## src/hw/rtl/asrd_pkg.sv

```systemverilog
// Package for the analog stick radial deadzone block.
// Widths, register indexes, reset values and scaling constants.
// No dependencies; every other file in hw/rtl takes names from here.
package asrd_pkg;

    // Full deflection is 2**LEVEL_BITS
    localparam int LEVEL_BITS     = 15;
    localparam int LEVEL_W        = 16;
    localparam int GAIN_W         = 10;
    localparam int GAIN_FRAC_BITS = 8;
    localparam int RADIUS_W       = 8;
    localparam int INVERT_W       = 2;
    localparam int COUNT_W        = 8;

    localparam int PROD_W   = LEVEL_W + GAIN_W;
    localparam int SCALED_W = PROD_W + COUNT_W;
    localparam int SHIFT    = LEVEL_BITS + GAIN_FRAC_BITS;
    localparam int SQ_W     = 2 * COUNT_W;
    localparam int SUM_W    = SQ_W + 1;

    localparam logic [COUNT_W-1:0] COUNT_MAX = {COUNT_W{1'b1}};
    localparam logic [COUNT_W-1:0] CENTRE    = COUNT_W'(127);

    // Configuration port
    localparam int CFG_IDX_W  = 2;
    localparam int CFG_DATA_W = GAIN_W;

    localparam logic [CFG_IDX_W-1:0] REG_AXIS_GAIN       = 2'd0;
    localparam logic [CFG_IDX_W-1:0] REG_DEADZONE_RADIUS = 2'd1;
    localparam logic [CFG_IDX_W-1:0] REG_INVERT_MODE     = 2'd2;

    localparam logic [GAIN_W-1:0]   AXIS_GAIN_RST       = GAIN_W'(340);
    localparam logic [RADIUS_W-1:0] DEADZONE_RADIUS_RST = '0;
    localparam logic [INVERT_W-1:0] INVERT_MODE_RST     = '0;

    // Direction slots within one beat
    localparam int DIR_UP    = 0;
    localparam int DIR_DOWN  = 1;
    localparam int DIR_LEFT  = 2;
    localparam int DIR_RIGHT = 3;
    localparam int NUM_DIRS  = 4;

    typedef logic [COUNT_W-1:0] t_count;

endpackage

```

## src/hw/rtl/asrd_if.sv

```systemverilog
// Valid/ready channel interfaces for the analog stick radial deadzone block:
// level input, stick output and configuration write channel.
// Depends on asrd_pkg for field widths.
interface asrd_in_if;
    logic                         valid;
    logic                         ready;
    logic [asrd_pkg::LEVEL_W-1:0] up_level;
    logic [asrd_pkg::LEVEL_W-1:0] down_level;
    logic [asrd_pkg::LEVEL_W-1:0] left_level;
    logic [asrd_pkg::LEVEL_W-1:0] right_level;

    modport source (output valid, up_level, down_level, left_level, right_level,
                    input ready);
    modport sink   (input valid, up_level, down_level, left_level, right_level,
                    output ready);
endinterface

interface asrd_out_if;
    logic                         valid;
    logic                         ready;
    logic [asrd_pkg::COUNT_W-1:0] stick_x;
    logic [asrd_pkg::COUNT_W-1:0] stick_y;

    modport source (output valid, stick_x, stick_y, input ready);
    modport sink   (input valid, stick_x, stick_y, output ready);
endinterface

interface asrd_cfg_if;
    logic                            valid;
    logic                            ready;
    logic [asrd_pkg::CFG_IDX_W-1:0]  idx;
    logic [asrd_pkg::CFG_DATA_W-1:0] data;

    modport source (output valid, idx, data, input ready);
    modport sink   (input valid, idx, data, output ready);
endinterface

```

## src/hw/rtl/analog_stick_radial_deadzone.sv

```systemverilog
// Analog stick radial deadzone: four direction levels in, two centred bytes out.
// Depends on asrd_pkg and the channel interfaces in asrd_if.sv.
//
// Four-stage pipeline taking one beat per cycle while the output is not
// stalled. An accepted beat moves through stages 1 to 4 in order and is
// offered on the output from stage 4. Stage 1 multiplies each level by the
// gain, stage 2 scales by 255, shifts and clamps to a count, stage 3 applies
// the invert swaps, merges each axis into a byte and squares the magnitudes,
// stage 4 compares against the squared radius and holds the result. Each stage
// has its own valid bit and loads whenever it is empty or the stage after it
// moves, so bubbles close up and a stalled output holds without loss. The
// configuration channel is always ready; registers must only be written while
// the pipeline is empty.
module analog_stick_radial_deadzone (
    input  logic        i_clk,
    input  logic        i_rst_n,
    asrd_cfg_if.sink    i_cfg,
    asrd_in_if.sink     i_in,
    asrd_out_if.source  o_out
);

    // Configuration registers
    logic [asrd_pkg::GAIN_W-1:0]   r_axis_gain;
    logic [asrd_pkg::RADIUS_W-1:0] r_deadzone_radius;
    logic [asrd_pkg::INVERT_W-1:0] r_invert_mode;

    // Pipeline registers
    logic                         r_v1, r_v2, r_v3, r_v4;
    logic [asrd_pkg::PROD_W-1:0]  r_prod [asrd_pkg::NUM_DIRS];
    asrd_pkg::t_count             r_cnt  [asrd_pkg::NUM_DIRS];
    asrd_pkg::t_count             r_bx, r_by;
    logic [asrd_pkg::SQ_W-1:0]    r_sqx, r_sqy, r_r2;
    logic                         r_dz_en;
    asrd_pkg::t_count             r_stick_x, r_stick_y;

    logic rdy1, rdy2, rdy3, rdy4;

    logic [asrd_pkg::PROD_W-1:0]  n_prod [asrd_pkg::NUM_DIRS];
    asrd_pkg::t_count             n_cnt  [asrd_pkg::NUM_DIRS];
    asrd_pkg::t_count             n_bx, n_by;
    logic [asrd_pkg::SQ_W-1:0]    n_sqx, n_sqy, n_r2;
    asrd_pkg::t_count             n_stick_x, n_stick_y;

    // Ready ripples back: a stage takes a beat when empty or when its beat moves on
    assign rdy4 = !r_v4 || o_out.ready;
    assign rdy3 = !r_v3 || rdy4;
    assign rdy2 = !r_v2 || rdy3;
    assign rdy1 = !r_v1 || rdy2;

    assign i_in.ready  = rdy1;
    assign i_cfg.ready = 1'b1;

    assign o_out.valid   = r_v4;
    assign o_out.stick_x = r_stick_x;
    assign o_out.stick_y = r_stick_y;

    // Configuration writes; unknown indexes are dropped
    always_ff @(posedge i_clk) begin
        if (!i_rst_n) begin
            r_axis_gain       <= asrd_pkg::AXIS_GAIN_RST;
            r_deadzone_radius <= asrd_pkg::DEADZONE_RADIUS_RST;
            r_invert_mode     <= asrd_pkg::INVERT_MODE_RST;
        end else if (i_cfg.valid) begin
            case (i_cfg.idx)
                asrd_pkg::REG_AXIS_GAIN: begin
                    r_axis_gain <= i_cfg.data[asrd_pkg::GAIN_W-1:0];
                end
                asrd_pkg::REG_DEADZONE_RADIUS: begin
                    r_deadzone_radius <= i_cfg.data[asrd_pkg::RADIUS_W-1:0];
                end
                asrd_pkg::REG_INVERT_MODE: begin
                    r_invert_mode <= i_cfg.data[asrd_pkg::INVERT_W-1:0];
                end
                default: begin
                end
            endcase
        end
    end

    // Stage 1: level * gain
    always_comb begin
        n_prod[asrd_pkg::DIR_UP]    = asrd_pkg::PROD_W'(i_in.up_level)
                                    * asrd_pkg::PROD_W'(r_axis_gain);
        n_prod[asrd_pkg::DIR_DOWN]  = asrd_pkg::PROD_W'(i_in.down_level)
                                    * asrd_pkg::PROD_W'(r_axis_gain);
        n_prod[asrd_pkg::DIR_LEFT]  = asrd_pkg::PROD_W'(i_in.left_level)
                                    * asrd_pkg::PROD_W'(r_axis_gain);
        n_prod[asrd_pkg::DIR_RIGHT] = asrd_pkg::PROD_W'(i_in.right_level)
                                    * asrd_pkg::PROD_W'(r_axis_gain);
    end

    // Stage 2: *255 as shift-subtract, drop the fraction, clamp
    always_comb begin
        logic [asrd_pkg::SCALED_W-1:0] scaled;
        logic [asrd_pkg::SCALED_W-1:0] shifted;
        for (int k = 0; k < asrd_pkg::NUM_DIRS; k++) begin
            scaled  = (asrd_pkg::SCALED_W'(r_prod[k]) << asrd_pkg::COUNT_W)
                    - asrd_pkg::SCALED_W'(r_prod[k]);
            shifted = scaled >> asrd_pkg::SHIFT;
            if (|shifted[asrd_pkg::SCALED_W-1:asrd_pkg::COUNT_W]) begin
                n_cnt[k] = asrd_pkg::COUNT_MAX;
            end else begin
                n_cnt[k] = shifted[asrd_pkg::COUNT_W-1:0];
            end
        end
    end

    // Stage 3: swaps, axis merge, squares
    always_comb begin
        asrd_pkg::t_count px, nx, py, ny, sx, sy;
        px = r_invert_mode[0] ? r_cnt[asrd_pkg::DIR_LEFT]  : r_cnt[asrd_pkg::DIR_RIGHT];
        nx = r_invert_mode[0] ? r_cnt[asrd_pkg::DIR_RIGHT] : r_cnt[asrd_pkg::DIR_LEFT];
        py = r_invert_mode[1] ? r_cnt[asrd_pkg::DIR_UP]    : r_cnt[asrd_pkg::DIR_DOWN];
        ny = r_invert_mode[1] ? r_cnt[asrd_pkg::DIR_DOWN]  : r_cnt[asrd_pkg::DIR_UP];

        // positive side wins when both are deflected
        sx = (px != '0) ? px : nx;
        sy = (py != '0) ? py : ny;

        n_bx = (px != '0)
             ? asrd_pkg::CENTRE
               + asrd_pkg::COUNT_W'(((asrd_pkg::COUNT_W + 1)'(px) + 1'b1) >> 1)
             : asrd_pkg::CENTRE - (nx >> 1);
        n_by = (py != '0)
             ? asrd_pkg::CENTRE
               + asrd_pkg::COUNT_W'(((asrd_pkg::COUNT_W + 1)'(py) + 1'b1) >> 1)
             : asrd_pkg::CENTRE - (ny >> 1);

        n_sqx = asrd_pkg::SQ_W'(sx) * asrd_pkg::SQ_W'(sx);
        n_sqy = asrd_pkg::SQ_W'(sy) * asrd_pkg::SQ_W'(sy);
        n_r2  = asrd_pkg::SQ_W'(r_deadzone_radius) * asrd_pkg::SQ_W'(r_deadzone_radius);
    end

    // Stage 4: inside the circle (boundary included) snaps to centre
    always_comb begin
        logic [asrd_pkg::SUM_W-1:0] dist2;
        dist2 = asrd_pkg::SUM_W'(r_sqx) + asrd_pkg::SUM_W'(r_sqy);
        if (r_dz_en && (dist2 <= asrd_pkg::SUM_W'(r_r2))) begin
            n_stick_x = asrd_pkg::CENTRE;
            n_stick_y = asrd_pkg::CENTRE;
        end else begin
            n_stick_x = r_bx;
            n_stick_y = r_by;
        end
    end

    // Valid bits
    always_ff @(posedge i_clk) begin
        if (!i_rst_n) begin
            r_v1 <= 1'b0;
            r_v2 <= 1'b0;
            r_v3 <= 1'b0;
            r_v4 <= 1'b0;
        end else begin
            if (rdy1) begin
                r_v1 <= i_in.valid;
            end
            if (rdy2) begin
                r_v2 <= r_v1;
            end
            if (rdy3) begin
                r_v3 <= r_v2;
            end
            if (rdy4) begin
                r_v4 <= r_v3;
            end
        end
    end

    // Payload
    always_ff @(posedge i_clk) begin
        if (rdy1 && i_in.valid) begin
            r_prod <= n_prod;
        end
        if (rdy2 && r_v1) begin
            r_cnt <= n_cnt;
        end
        if (rdy3 && r_v2) begin
            r_bx    <= n_bx;
            r_by    <= n_by;
            r_sqx   <= n_sqx;
            r_sqy   <= n_sqy;
            r_r2    <= n_r2;
            r_dz_en <= (r_deadzone_radius != '0);
        end
        if (rdy4 && r_v3) begin
            r_stick_x <= n_stick_x;
            r_stick_y <= n_stick_y;
        end
    end

endmodule

```

## src/flat_wrapper.sv

```systemverilog
// flat-port wrapper written by rule: the top's interface ports become plain ports
module analog_stick_radial_deadzone_flat 
  (i_clk, i_rst_n, i_cfg_valid, i_cfg_idx, i_cfg_data, i_cfg_ready, i_in_valid, i_in_up_level, i_in_down_level, i_in_left_level, i_in_right_level, i_in_ready, o_out_valid, o_out_stick_x, o_out_stick_y, o_out_ready);
  asrd_cfg_if i_cfg_i ();
  asrd_in_if i_in_i ();
  asrd_out_if o_out_i ();
  input  logic i_clk;
  input  logic i_rst_n;
  input wire logic [$bits(i_cfg_i.valid)-1:0] i_cfg_valid;
  input wire logic [$bits(i_cfg_i.idx)-1:0] i_cfg_idx;
  input wire logic [$bits(i_cfg_i.data)-1:0] i_cfg_data;
  output wire logic [$bits(i_cfg_i.ready)-1:0] i_cfg_ready;
  input wire logic [$bits(i_in_i.valid)-1:0] i_in_valid;
  input wire logic [$bits(i_in_i.up_level)-1:0] i_in_up_level;
  input wire logic [$bits(i_in_i.down_level)-1:0] i_in_down_level;
  input wire logic [$bits(i_in_i.left_level)-1:0] i_in_left_level;
  input wire logic [$bits(i_in_i.right_level)-1:0] i_in_right_level;
  output wire logic [$bits(i_in_i.ready)-1:0] i_in_ready;
  output wire logic [$bits(o_out_i.valid)-1:0] o_out_valid;
  output wire logic [$bits(o_out_i.stick_x)-1:0] o_out_stick_x;
  output wire logic [$bits(o_out_i.stick_y)-1:0] o_out_stick_y;
  input wire logic [$bits(o_out_i.ready)-1:0] o_out_ready;
  assign i_cfg_i.valid = i_cfg_valid;
  assign i_cfg_i.idx = i_cfg_idx;
  assign i_cfg_i.data = i_cfg_data;
  assign i_cfg_ready = i_cfg_i.ready;
  assign i_in_i.valid = i_in_valid;
  assign i_in_i.up_level = i_in_up_level;
  assign i_in_i.down_level = i_in_down_level;
  assign i_in_i.left_level = i_in_left_level;
  assign i_in_i.right_level = i_in_right_level;
  assign i_in_ready = i_in_i.ready;
  assign o_out_valid = o_out_i.valid;
  assign o_out_stick_x = o_out_i.stick_x;
  assign o_out_stick_y = o_out_i.stick_y;
  assign o_out_i.ready = o_out_ready;
  analog_stick_radial_deadzone u_core (.i_clk(i_clk), .i_rst_n(i_rst_n), .i_cfg(i_cfg_i), .i_in(i_in_i), .o_out(o_out_i));
endmodule
```

## config.mk

```make
export PLATFORM = sky130hd
export DESIGN_NAME = analog_stick_radial_deadzone_flat
export DESIGN_NICKNAME = d
export VERILOG_FILES = /design/src/hw/rtl/asrd_pkg.sv /design/src/hw/rtl/asrd_if.sv /design/src/hw/rtl/analog_stick_radial_deadzone.sv /design/src/flat_wrapper.sv
export SDC_FILE = /design/constraint.sdc
export NUM_CORES = 2
export LEC_CHECK = 0
export BUFFER_PORTS_ARGS = -buffer_cell sky130_fd_sc_hd__buf_2
export CORE_MARGIN = 1
export CORE_UTILIZATION = 50
export DETAILED_ROUTE_END_ITERATION = 8
export PLACE_DENSITY = 0.66
export SETUP_SLACK_MARGIN = 0.15
export SLEW_MARGIN = 40
export SYNTH_ARGS = -nofsm -noshare
export SYNTH_HDL_FRONTEND = slang
export SYNTH_SLANG_ARGS = --single-unit
```

## constraint.sdc

```tcl
create_clock -name i_clk -period 9 [get_ports i_clk]
set_input_delay 0.9 -clock i_clk [delete_from_list [all_inputs] [get_ports i_clk]]
set_output_delay 0.9 -clock i_clk [all_outputs]
set_load 0.1 [all_outputs]
```

==> key figures <==
Clocking
  • H-Tree Depth: 1
  • CTS max path bufs: 3
  • # clock sinks: 238
  • Num CTS Buffers: 30
  • Hold buffers post-CTS: 0
  • Clock Latency Late Sink: 0.60 ns
  • CTS root buf: clkbuf_16
  • Worst-path clk slew: 0.06 ns
  • Post_cts resized: 0
  • Post-CTS Setup Bufs: 0
  • CTS tree: done

Global route
  • First-pass GRT wire length: 139000 µm
  • Initial antenna violation count: 13
  • Vias in the first global route: 27900
  • Final global-route overflow total: 0
  • Largest net degree at the start of global routing: 66
  • GRT Overall Usage: 21.8%

Route
  • Via Count: 27300
  • WL/cell: 16.0 µm
  • DRC: 0
  • Routed Antenna Nets: 0
  • Drt via density: 5.35
  • Wirelength, routed: 81600 µm
  • DR pass1 iterations: 5
  • DRT iter0 DRCs: 1383

Worst setup path
  • CP required: 9.34 ns
  • Critical path class: reg2reg
  • Worst-path fanout max: 28
  • Reg2reg setup slack: 1.93 ns
  • Buf/Inv on CP: 3
  • Cells along the critical path: mux2i_1 -> ha_1 -> nand3_1 -> nor3_4 -> xnor2_2 -> mux2i_1 -> or2_1 -> inv_1 -> fa_1 -> fa_1 -> ha_1 -> inv_1 -> fa_1 -> inv_1 -> ha_1 -> a21o_1 -> a21oi_1 -> o21bai_1 -> a21oi_1 -> o21ba_2 -> o21ai_0 -> o41ai_1 -> xnor2_1
  • CP peak stage delay: 0.73 ns
  • Delay-heaviest family, CP: adder cells
  • CP endpoint kind: flop
  • Crit start category: flop
  • Arrival time at the worst endpoint: 7.42 ns
  • Critical path's slowest cell: dfxtp_2
  • Worst r2r src: u_core.r_invert_mode[0]$_SDFFE_PN0P_
  • Cells on worst reg2reg path: 23
  • R2R Path End: u_core.r_sqx[15]$_DFFE_PP_

Synth
  • Async SR Flop Fraction: 0%
  • Most used DFF post-synth: edfxtp_1
  • FF+latch count, synth: 238
  • Ys Warns: 0
  • Post-synth EDFFs: 214
  • Syn_nets: 5138
  • Cells after Synth: 4103
  • Synth top area share: 27.0%
  • Sequential area share after synthesis: 18.1%
  • Unique masters post-synth: 90
  • Synth area leader: fa_1
  • Mean Syn Cell Area: 9.30 µm²
  • Top cells by area, synth: fa_1 27%, edfxtp_1 17%, ha_1 14%
  • Netlist Area Pre-Place: 0.0381 mm²

Layout
  • Layout cells sized above 1: 5.92%
  • Design Area, Final: 0.0405 mm²
  • Layout Utilization: 54.1%
  • Area delta synth->final: 6.27%
  • Final #Nets: 5136
  • Fill count: 6761

Timing
  • Layout Skew: 0.0525 ns
  • Fin. Hold Viols: 0
  • Slew Limit Headroom: 46.5%
  • Setup WS post-layout: 1.93 ns
  • Tmin final: 7.07 ns
  • RSZ-0062 raised after global routing: false
  • Final period util: 78.6%
  • Setup TNS Final: 0 ns
  • Actual slew at the worst max-slew pin: 0.802 ns
  • Pins Over Slew Limit: 0
  • Final setup violation count: 0
  • Fmax: 141 MHz

Pwr
  • Leakage: 19.9 nW
  • Total power: 0.0122 W
  • PwrDens: 300 mW/mm²
  • Maximum vdd drop: 0.000300 V

Placement
  • Final HPWL DP: 65800 µm
  • Final Wtd Congestion: 0.881
  • Setup WS pre-CTS: 1.93 ns
  • Placement Cell Area: 0.0395 mm²
  • Port Buffer Count: 98

Min path
  • Hold_sp: u_core.r_bx[5]$_DFFE_PP_
  • Worst Hold Depth: 1
  • Worst Hold End: u_core.o_out.stick_x[5]$_SDFFCE_PP1P_
  • HP Class: reg2reg

Job
  • # Max-Cap Violations: 0

Die
  • I/O pins: 100
  • Row Count: 100
  • Die Y: 278 µm
  • Die area: 0.0774 mm²
  • Core footprint: 0.0749 mm²
  • DIE WIDTH: 278 µm
  • Starting density of the core: 50.9%

Status
  • Status: finished, final reports clean
==> flip-flops by register name, indices dropped and copies added, names as in the netlist, 8 cells and up <==
signal	cells
u_core.r_prod	104
u_core.r_cnt	32
u_core.r_r2	15
u_core.r_sqx	15
u_core.r_sqy	15
u_core.r_axis_gain	10
u_core.o_out.stick_x	8
u_core.o_out.stick_y	8
u_core.r_bx	8
u_core.r_by	8
u_core.r_deadzone_radius	8
==> kinds of logic after synthesis <==
group / synth area share, %
other: 0.00983
muxes: 1.57
buffers and inverters: 8.73
DFF: 18.1
and+or+nand+nor: 16.7
AOI/OAI and AO/OA: 9.29
xor gates and xnor gates: 4.18
adders and majority gates: 41.4
==> layout by cell type, fill, tap and decap left out, types with 11 or more instances in the layout <==
cell       instances
buf_4             24
a21o_1            77
o21a_1            26
and2_1           347
nor2_1           162
clkbuf_16         31
a21oi_1          143
or3_1             18
nand3_1           59
dfxtp_1           13
buf_2             98
nand2_1          442
o21bai_1          30
a31oi_1           14
inv_1            718
a211oi_1          29
edfxtp_1         214
nand4_1           27
nor2b_1           34
ha_1             439
and3_1            21
mux2i_1           42
nand2b_1          29
xor2_1            48
o211ai_1          16
fa_1             515
a21boi_0          13
xnor2_1          129
nor3_1            55
o21ai_0           73
nor4_1            11
==> stage by stage <==
step / hold slack (ns) / instances
final: 0.497 / 5095
after global routing: 0.516 / 5094
after CTS: 0.484 / 5092
after detailed placement: 0.484 / 5037
after global placement: 0.470 / 5037
after floorplan: 0.428 / 4103
==> power by group <==
group          switching, W  total (W)  internal (W)
Combinational       0.00486    0.00877       0.00392
Sequential         0.000218    0.00217       0.00195
Clock              0.000487    0.00121      0.000719
==> layer usage <==
layer / share of wire, % / track usage, % / routed length (µm) / vias up
met5: 0.088 / 0 / 72 / -
met4: 1.8 / 4.21 / 1430 / 10
met3: 3.7 / 2.11 / 3060 / 110
met2: 48 / 37.3 / 39300 / 429
met1: 46 / 30.1 / 37800 / 13500
li1: - / - / - / 13300
==> synth_stat cells, types with 14 or more instances <==
cell type / instances
dfxtp_1: 24
o21a_1: 26
a21o_1: 77
inv_1: 718
nand4_1: 27
a21boi_0: 14
a31oi_1: 15
ha_1: 439
clkbuf_1: 141
nor2_1: 162
mux2i_1: 42
a21oi_1: 143
nand2_1: 442
and3_1: 21
or3_1: 18
nor3_1: 55
nand3_1: 59
o21bai_1: 30
and2_1: 347
xnor2_1: 129
xor2_1: 48
o211ai_1: 16
fa_1: 515
edfxtp_1: 214
nor2b_1: 36
nand2b_1: 29
a211oi_1: 29
o21ai_0: 73
==> how the worst max path moves through the flow <==
stage | start | to | slack, ns | cells past startpoint
floorplan | o_out_ready | u_core.r_prod[0]$_DFFE_PP_ | 1.96 | 3
global placement | u_core.r_invert_mode[0]$_SDFFE_PN0P_ | u_core.r_sqx[15]$_DFFE_PP_ | 1.77 | 23
detailed placement | u_core.r_invert_mode[0]$_SDFFE_PN0P_ | u_core.r_sqx[15]$_DFFE_PP_ | 1.93 | 23
CTS | u_core.r_invert_mode[0]$_SDFFE_PN0P_ | u_core.r_sqx[15]$_DFFE_PP_ | 1.92 | 23
global route | u_core.r_invert_mode[0]$_SDFFE_PN0P_ | u_core.r_sqx[15]$_DFFE_PP_ | 1.34 | 23
finish | u_core.r_invert_mode[0]$_SDFFE_PN0P_ | u_core.r_sqx[15]$_DFFE_PP_ | 1.93 | 23
==> area by class of cell <==
class	count	area (µm²)	area share, %
well taps	969	1210	2.99
repair buffers	124	698	1.72
flip-flops and latches	238	6920	17.1
clock buffers	44	895	2.21
clock inverters	11	123	0.303
multi-input cells	2981	27900	69.0
diodes	2	5.00	0.0123
inverters	726	2730	6.72
(Power assumes the default switching activity.)
